### src/sv/rps_pkg.sv
// ----------------------------------------------------------------------------
// rps_pkg
// shared types, constants and helpers of the permutation shuffler
// ----------------------------------------------------------------------------
package rps_pkg;

    localparam int MAX_ELEMENTS = 1024;
    localparam int RAND_BITS    = 31;
    localparam int IDX_W        = $clog2(MAX_ELEMENTS);
    localparam int VAL_W        = IDX_W + 1;
    localparam int PROD_W       = VAL_W + RAND_BITS;

    localparam int IN_TDATA_W   = 32;
    localparam int OUT_TDATA_W  = 24;

    localparam int OUT_DEPTH    = 4;
    localparam int OUT_PTR_W    = $clog2(OUT_DEPTH);
    localparam int OUT_CNT_W    = $clog2(OUT_DEPTH + 1);

    localparam int APB_ADDR_W   = 3;
    localparam int APB_DATA_W   = 32;

    // register index, taken from paddr[2]
    localparam logic [0:0] REG_PERM_SIZE = 1'b0;

    localparam logic [VAL_W-1:0] PERM_SIZE_RESET = VAL_W'(MAX_ELEMENTS);

    typedef struct packed {
        logic             touched;
        logic [VAL_W-1:0] value;
    } entry_t;

    typedef struct packed {
        logic             last;
        logic [IDX_W-1:0] position;
        logic [VAL_W-1:0] perm_value;
    } result_t;

    // length zero acts as one, anything above the store depth as the depth
    function automatic logic [VAL_W-1:0] eff_size(input logic [VAL_W-1:0] size);
        logic [VAL_W-1:0] res;
        res = size;
        if (size == '0) begin
            res = VAL_W'(1);
        end else if (size > VAL_W'(MAX_ELEMENTS)) begin
            res = VAL_W'(MAX_ELEMENTS);
        end
        return res;
    endfunction

endpackage

### src/sv/rps_apb.sv
// ----------------------------------------------------------------------------
// rps_apb
// configuration register file behind an apb-style port
// ----------------------------------------------------------------------------
module rps_apb (
    input  logic                                aclk,
    input  logic                                aresetn,
    input  logic                                psel,
    input  logic                                penable,
    input  logic                                pwrite,
    input  logic [rps_pkg::APB_ADDR_W-1:0]      paddr,
    input  logic [rps_pkg::APB_DATA_W-1:0]      pwdata,
    output logic [rps_pkg::APB_DATA_W-1:0]      prdata,
    output logic                                pready,
    output logic [rps_pkg::VAL_W-1:0]           perm_size
);
    import rps_pkg::*;

    logic [VAL_W-1:0] perm_size_reg;
    logic             hit;

    assign pready = 1'b1;
    assign hit    = (paddr[2:2] == REG_PERM_SIZE);

    always_ff @(posedge aclk) begin
        if (!aresetn) begin
            perm_size_reg <= PERM_SIZE_RESET;
        end else if (psel && penable && pwrite && pready && hit) begin
            perm_size_reg <= pwdata[VAL_W-1:0];
        end
    end

    assign prdata    = hit ? APB_DATA_W'(perm_size_reg) : '0;
    assign perm_size = perm_size_reg;

endmodule

### config.mk
export PLATFORM = sky130hd
export DESIGN_NAME = rps_apb
export DESIGN_NICKNAME = d
export VERILOG_FILES = /design/src/sv/rps_pkg.sv /design/src/sv/rps_apb.sv
export SDC_FILE = /design/constraint.sdc
export NUM_CORES = 1
export LEC_CHECK = 0
export BUFFER_PORTS_ARGS = -buffer_cell sky130_fd_sc_hd__buf_2
export CORE_MARGIN = 8
export CORE_UTILIZATION = 32
export DETAILED_ROUTE_END_ITERATION = 10
export GPL_TIMING_DRIVEN = 0
export PLACE_DENSITY = 0.83
export SLEW_MARGIN = 20
export SYNTH_ARGS = -nofsm -noshare
export SYNTH_HDL_FRONTEND = slang
export SYNTH_SLANG_ARGS = --single-unit
### constraint.sdc
create_clock -name aclk -period 1.32 [get_ports aclk]
set_clock_uncertainty 0.1 [all_clocks]
set_input_delay 0.264 -clock aclk [delete_from_list [all_inputs] [get_ports aclk]]
set_output_delay 0.264 -clock aclk [all_outputs]
set_load 0.01 [all_outputs]
==> metrics.md <==
| Metric | Value |
|---|---|
| Hold path endpoint | perm_size[4] |
| Commonest non-fill, non-tap cell in the layout | buf_2 |
| Max cap viols | 0 |
| NetSw | between 150 and 200 uW |
| Synth Instances | 84 |
| Vias per cell | 3.57 |
| Ant diodes | 0 |
| Crit path DAT | 890 ps |
| Setup Buffers After CTS | 0 |
| Yosys cell types | 11 |
| Setup TNS Final | 0 ps |
| Reg clk slew, reported paths | 70 ps |
| WS Path Type | reg -> out |
| P_leak | 0.000580 uW |
| Status | complete, no violations |
| Pre-antenna DRT Iters | 3 |
| Clock buffer depth | 2 |
| DR iter-0 viols | 13 |
| Largest net degree at the start of global routing | 11 |
| Antenna-violating nets left | 0 |
| Count of final setup violators | 0 |
| Cell Area, Synth | 707 um2 |
| Tot Pwr | 741 uW |
| Clock sink count | 11 |
| Die Y | 63 um |
| FF-to-FF Start | perm_size[9] |
| Worst Reg-to-Reg Cells | 2 |
| Initial antenna violation count | 0 |
| Port buffer count | 38 |
| Post-CTS Resized | 0 |
| Peak VDD IR | 0.000382 V |
| Placeable Area | about 2100 um2 |
| CTS tree | yes |
| Synth-to-Final Area Change | 46.2% |
| Seq pwr share | 0.464 |
| Wire length per cell | ~11 um |
| Worst flop-to-flop path endpoint | perm_size[9] |
| Unrepaired setup endpoints after global routing | false |
| Global-route wire length before repair | 3.13 mm |
| Sw Share | 0.267 |
| Htree depth | 1 |
| Fin crit share | 0.947 |
| Commonest cells after routing, fill and taps aside | buf_2 (39), buf_4 (22), conb_1 (22) |
| Ports | 84 |
| CTS Root Cell | clkbuf_4 |
| Hold_buf cts | 0 |
| Total number of vias | 622 |
| Fin crit period | 1250 ps |
| Total grt overflow | 0 |
| Worst Setup End Kind | primary output |
| Die width | between 60 and 70 um |
| Hold_ws | 143 ps |
| Vias in the first global route | about 680 |
| Fin. Hold Viols | 0 |
| #FFs+latches synth | 11 |
| Max FO, Critical Path | 3 |
| Max reg flops | 11 |
| Routed WL | 1.88 mm |
| Reg2reg setup slack | around 600 ps |
| Fmax | 800 MHz |
| Cell-internal power | 543 uW |
| Comb pwr share | 0.231 |
| Inst Count DP | between 150 and 200 |
| # rows | 17 |
| Worst hold-check path type | in -> reg |
| Synth warnings | 0 |
| Gpl congestion | 0.690 |
| Starting Density | 0.329 |
| Sequential area share after synthesis | 0.312 |
| Synthesized area per cell | 8.42 um2 |
| DRC | 0 |
| Slew Limit Fails | 0 |
| Hpwl dp | 1.61 mm |
| Power per cell area | 717 nW/um2 |
| Clk pwr share | 0.306 |
| Layout cells sized above 1 | 0.452 |
| Layout Nets | about 190 |
| Data required, critical path | 960 ps |
| Crit. Startpoint | perm_size[9] |
| Die ar. | 3970 um2 |
| Global Route Usage Sum | 0.0934 |
| Latest clock arrival within the worst-skew pair | 260 ps |
| TritonCTS Buffers | 3 |
| Worst hold start | pwdata[4] |
| Crit path launch type | flop |
| Hold depth | 3 |
| Finished Layout Cells | 174 |
[routing by layer]
layer  track usage  share of wire  vias up
li1              -              -      339
met1        0.0837           0.36      255
met2         0.169           0.52       28
met3        0.0591           0.13        0
met4        0.0256              0        0
met5             0              0        -
[power groups by stage]
stage          logic (uW)  clock network (uW)  registers (uW)
2_1_floorplan         119                   0             355
3_3_place_gp          166                   0             351
3_5_place_dp          169                   0             351
4_1_cts               169                 241             344
5_1_grt               189                 254             344
6_report              171                 226             344
[critical path, stage by stage, from the launching register on]
cell and delay, ps:
dfxtp_1 350, nor2b_1 140, buf_2 140
[Yosys cell counts]
cell      count  area share
nor2b_1      12        0.11
and2b_1       1       0.011
dfxtp_1      11        0.31
buf_2         1      0.0071
buf_12        1       0.028
nand2_1      20        0.11
conb_1        2       0.011
buf_4        22        0.23
mux2i_1      11        0.16
and4b_4       1       0.019
clkbuf_1      2       0.011
[worst max-delay path by stage]
| stage | endpoint | slack, ps | cells past startpoint |
|---|---|---|---|
| global route | prdata[4] | 8 | 2 |
| floorplan | perm_size[0] | 260 | 3 |
| CTS | prdata[9] | 30 | 2 |
| global placement | perm_size[4] | 120 | 4 |
| detailed placement | perm_size[9] | 70 | 4 |
| finish | prdata[9] | 70 | 2 |
[cell type report]
class | instances | area (um2)
Buffer | 26 | 198
Clock buffer | 4 | 26.3
Fill cell | 252 | 1110
Multi-Input combinational cell | 67 | 364
Sequential cell | 11 | 220
Tap cell | 28 | 35.0
Timing Repair Buffer | 38 | 190
[cell families (layout without fill, tap and decap cells)]
kind of cell / after synthesis / in the layout / synth area share
buf+inv: 26 / 68 / 0.280
simple gates: 34 / 34 / 0.242
mux: 11 / 11 / 0.156
other cells: 2 / 22 / 0.0106
flops: 11 / 11 / 0.312
[through the flow]
| stage | instance area (um2) | utilization | setup slack [ps] |
|---|---|---|---|
| 2_1_floorplan | 782 | - | 263 |
| 3_3_place_gp | 1010 | 0.469 | 119 |
| 3_5_place_dp | 1010 | 0.469 | 71.6 |
| 4_1_cts | 1030 | 0.481 | 33.6 |
| 5_1_grt | 1030 | 0.481 | 8.16 |
| 6_report | 1030 | 0.481 | 70.3 |
Power figures use the tool's default switching activity.
