--- config.mk ---
export PLATFORM = sky130hd
export DESIGN_NAME = rps_out_fifo
export DESIGN_NICKNAME = d
export VERILOG_FILES = /design/src/sv/rps_pkg.sv /design/src/sv/rps_out_fifo.sv
export SDC_FILE = /design/constraint.sdc
export NUM_CORES = 1
export LEC_CHECK = 0
export CAP_MARGIN = 20
export CORE_ASPECT_RATIO = 0.5
export CORE_UTILIZATION = 45
export CTS_BUF_LIST = sky130_fd_sc_hd__clkbuf_4 sky130_fd_sc_hd__clkbuf_8
export DETAILED_ROUTE_END_ITERATION = 8
export DONT_BUFFER_PORTS = 1
export PLACE_DENSITY = 0.61
export RECOVER_POWER = 25
export SLEW_MARGIN = 20
export SYNTH_ARGS = -nofsm -noshare
export SYNTH_HDL_FRONTEND = slang
export SYNTH_SLANG_ARGS = --single-unit
export TNS_END_PERCENT = 20
--- constraint.sdc ---
create_clock -name aclk -period 3.15 [get_ports aclk]
set_input_delay 0.63 -clock aclk [delete_from_list [all_inputs] [get_ports aclk]]
set_output_delay 0.63 -clock aclk [all_outputs]
set_load 0.01 [all_outputs]
--- src/sv/rps_pkg.sv ---
// ----------------------------------------------------------------------------
// rps_pkg
// shared types, constants and helpers of the permutation shuffler
// ----------------------------------------------------------------------------
package rps_pkg;

    localparam int MAX_ELEMENTS = 1024;
    localparam int RAND_BITS    = 31;
    localparam int IDX_W        = $clog2(MAX_ELEMENTS);
    localparam int VAL_W        = IDX_W + 1;
    localparam int PROD_W       = VAL_W + RAND_BITS;

    localparam int IN_TDATA_W   = 32;
    localparam int OUT_TDATA_W  = 24;

    localparam int OUT_DEPTH    = 4;
    localparam int OUT_PTR_W    = $clog2(OUT_DEPTH);
    localparam int OUT_CNT_W    = $clog2(OUT_DEPTH + 1);

    localparam int APB_ADDR_W   = 3;
    localparam int APB_DATA_W   = 32;

    // register index, taken from paddr[2]
    localparam logic [0:0] REG_PERM_SIZE = 1'b0;

    localparam logic [VAL_W-1:0] PERM_SIZE_RESET = VAL_W'(MAX_ELEMENTS);

    typedef struct packed {
        logic             touched;
        logic [VAL_W-1:0] value;
    } entry_t;

    typedef struct packed {
        logic             last;
        logic [IDX_W-1:0] position;
        logic [VAL_W-1:0] perm_value;
    } result_t;

    // length zero acts as one, anything above the store depth as the depth
    function automatic logic [VAL_W-1:0] eff_size(input logic [VAL_W-1:0] size);
        logic [VAL_W-1:0] res;
        res = size;
        if (size == '0) begin
            res = VAL_W'(1);
        end else if (size > VAL_W'(MAX_ELEMENTS)) begin
            res = VAL_W'(MAX_ELEMENTS);
        end
        return res;
    endfunction

endpackage

--- src/sv/rps_out_fifo.sv ---
// ----------------------------------------------------------------------------
// rps_out_fifo
// small result queue that decouples the pipeline from the output channel
// ----------------------------------------------------------------------------
module rps_out_fifo (
    input  logic                                aclk,
    input  logic                                aresetn,
    input  logic                                push,
    input  rps_pkg::result_t                    push_data,
    output logic [rps_pkg::OUT_CNT_W-1:0]       count,
    output logic                                m_tvalid,
    input  logic                                m_tready,
    output logic [rps_pkg::OUT_TDATA_W-1:0]     m_tdata,
    output logic                                m_tlast
);
    import rps_pkg::*;

    result_t              buf_reg [OUT_DEPTH];
    logic [OUT_PTR_W-1:0] wr_ptr_reg;
    logic [OUT_PTR_W-1:0] rd_ptr_reg;
    logic [OUT_CNT_W-1:0] count_reg;
    logic                 pop;
    result_t              head;

    assign pop  = m_tvalid && m_tready;
    assign head = buf_reg[rd_ptr_reg];

    always_ff @(posedge aclk) begin
        if (!aresetn) begin
            wr_ptr_reg <= '0;
            rd_ptr_reg <= '0;
            count_reg  <= '0;
        end else begin
            if (push) begin
                wr_ptr_reg <= wr_ptr_reg + OUT_PTR_W'(1);
            end
            if (pop) begin
                rd_ptr_reg <= rd_ptr_reg + OUT_PTR_W'(1);
            end
            case ({push, pop})
                2'b10:   count_reg <= count_reg + OUT_CNT_W'(1);
                2'b01:   count_reg <= count_reg - OUT_CNT_W'(1);
                default: count_reg <= count_reg;
            endcase
        end
    end

    always_ff @(posedge aclk) begin
        if (push) begin
            buf_reg[wr_ptr_reg] <= push_data;
        end
    end

    assign count    = count_reg;
    assign m_tvalid = (count_reg != '0);
    assign m_tdata  = OUT_TDATA_W'({head.position, head.perm_value});
    assign m_tlast  = head.last;

endmodule

==> results_dict.tcl <==
set metrics [dict create \
    ioPinCount 55 \
    die_h_microns 65.9 \
    async_reset_ff_share_pct 0 \
    portBuffers 0 \
    hp-class "input pin to flip-flop" \
    synth_edf_count 88 \
    synth_area_leader_cell "edfxtp_1" \
    critical_path.cell_chain "buf_4, mux4_2" \
    initial_utilization_pct 48.3 \
    fin_skew_ns 0.00479 \
    num-nets-final 208 \
    post_cts_resized 0 \
    cp.required_ns 2.52 \
    antenna_found_initial 0 \
    cp_top_family "flip-flops" \
    cp.arrival_ns 1.93 \
    power.leakage_nw 1.27 \
    worst-path-buf-inv 1 \
    viasPerCell 5.23 \
    first_iter_violations 139 \
    path_clk_slew_ns 0.09 \
    cts_max_level 3 \
    die_x_microns 130 \
    max_cap_viol_count 0 \
    grt_overflow 0 \
    ys_warn_count 0 \
    cts_tree "built" \
    status "complete, no violations" \
    worstSetupPathType "flip-flop to primary output" \
    drc 0 \
    cts_setup_buffers 0 \
    wl_mm 5.76 \
    clkLatencyLatePin_ns 0.36 \
    drv_slew 0 \
    synth.most_common_cell "edfxtp_1" \
    area_growth_pct 9.34 \
    crit_path_end_kind "primary output" \
    fp.dieArea_sq_um 8540 \
    setup_viol 0 \
    total_power_w 0.00288 \
    drtPass1Iterations 4 \
    power.density_nw_per_um2 716 \
    cts_buffer_depth 2 \
    synth-seq-cells 97 \
    fin_crit_sh_pct 81.2 \
    syn-instance-count 164 \
    drive_above_1_share_pct 23.2 \
    synth.distinct_cells 22 \
    synth_top_cell_area_share_pct 72.0 \
    grt_max_degree 23 \
    grt_usage_pct 15.4 \
    ir_drop_v 0.000291 \
    cp_max_fo 14 \
    cts.sinks 97 \
    grt_pass1_vias 1632 \
    diodes 0 \
    gp_congestion 0.704 \
    finalHoldViolCount 0 \
    fmax_ghz 0.391 \
    via_count 1512 \
    worstSetupStartpointType "flip-flop" \
    ys_top_cells_by_area "edfxtp_1 72%, mux4_2 12%, dfxtp_1 4.9%" \
    fin_crit_ns 2.56 \
    rsz0062_at_grt "false" \
    hpwlAfterDp_mm 3.61 \
    synth_common_cells "88 x edfxtp_1, 20 x mux4_2, 9 x dfxtp_1" \
    fill_cells 621 \
    largest_register_ffs 88 \
    syn_area_sq_um 3670 \
    synth_top_flop_cell "edfxtp_1" \
    tightest_slew_ns 0.730 \
    hold_start "push_data[16]" \
    slowest_delay_ns 0.65 \
    slowest_stage "dfxtp_2" \
    setup_tns_ns 0 \
    wire_per_inst_microns 19.9 \
    synth-seq-area-share_pct 76.9 \
    cts_buffers 9 \
    maxSlewHeadroom_pct 51.3 \
    avgSynthCellArea_sq_um 22.4 \
    grt_pass1_wl_mm 8.88 \
    ctsHoldBuffers 0 \
    antenna_left 0 \
    cts-root-buf "clkbuf_8" \
    rows 22 \
    coreArea_sq_um 7600 \
    timing.rr.start "count[0]" \
]
-- path summary, 6_finish.rpt --
kind	to	slack [ns]	cells after the start
setup / recovery	m_tdata[7]	0.59	2
hold / removal	buf_reg[0][16]	0.36	0
setup reg to reg	count[2]	1.11	7
hold reg to reg	wr_ptr_reg[1]	0.58	2
-- kinds of logic after synthesis --
family / Yosys count / share of synthesized area (%)
compound gates: 5 / 1.16
xor+xnor: 5 / 1.19
fa+ha+maj: 6 / 2.25
buf+inv: 13 / 2.11
flops: 97 / 76.9
mux: 23 / 14.0
other cells: 1 / 0.102
simple gates: 14 / 2.32
-- worst reg2reg max path, stage by stage (launching register included) --
cell,delay [ns]
dfxtp_1,0.51
o31a_1,0.23
ha_1,0.20
inv_1,0.06
fa_1,0.37
xor2_1,0.16
or3_1,0.30
a21boi_0,0.15
-- power breakdown --
group / internal (W) / switching (W)
Clock: 0.000439 / 0.000405
Combinational: 0.000228 / 0.000223
Sequential: 0.00149 / 0.0000890
-- metal layers --
layer	global-route usage, %	routed length (microns)	vias up
met1	18.3	2490	789
met3	7.61	400	8
li1	-	-	673
met2	24.7	2810	42
met5	0	0	-
met4	5.23	63	0
-- area by class of cell --
class	instances	area, sq um	area share, %
Clock buffer	9	124	3.09
Clock inverter	7	85.1	2.12
Inverter	6	22.5	0.561
Multi-Input combinational cell	56	778	19.4
Sequential cell	97	2820	70.4
Tap cell	108	135	3.37
Timing Repair Buffer	6	45.0	1.12
-- layout by cell type, fill, tap and decap left out, drive strengths merged --
master	netlist	final
clkbuf	0	9
clkinv	0	4
nor2b	3	3
mux4	22	22
or3	2	2
ha	5	5
o31a	1	1
edfxtp	88	88
o311ai	1	1
a21boi	1	1
xor2	2	2
dfxtp	9	9
bufinv	0	2
clkinvlp	0	1
and2	8	8
buf	7	6
fa	1	1
conb	1	3
mux2i	1	1
inv	6	6
xnor2	3	3
o21ai	2	2
nand2	1	1
-- per-stage QoR --
stage	hold WS, ns	instances	area, sq um	setup slack, ns	utilization, %
finish	0.359	289	4010	0.594	52.8
global route	0.325	289	4010	0.429	52.8
CTS	0.338	289	4010	0.499	52.8
detailed placement	0.574	273	3800	0.912	50.1
global placement	0.546	273	3800	0.937	50.1
floorplan	0.528	166	3680	1.13	-
Power figures use the tool's default switching activity.
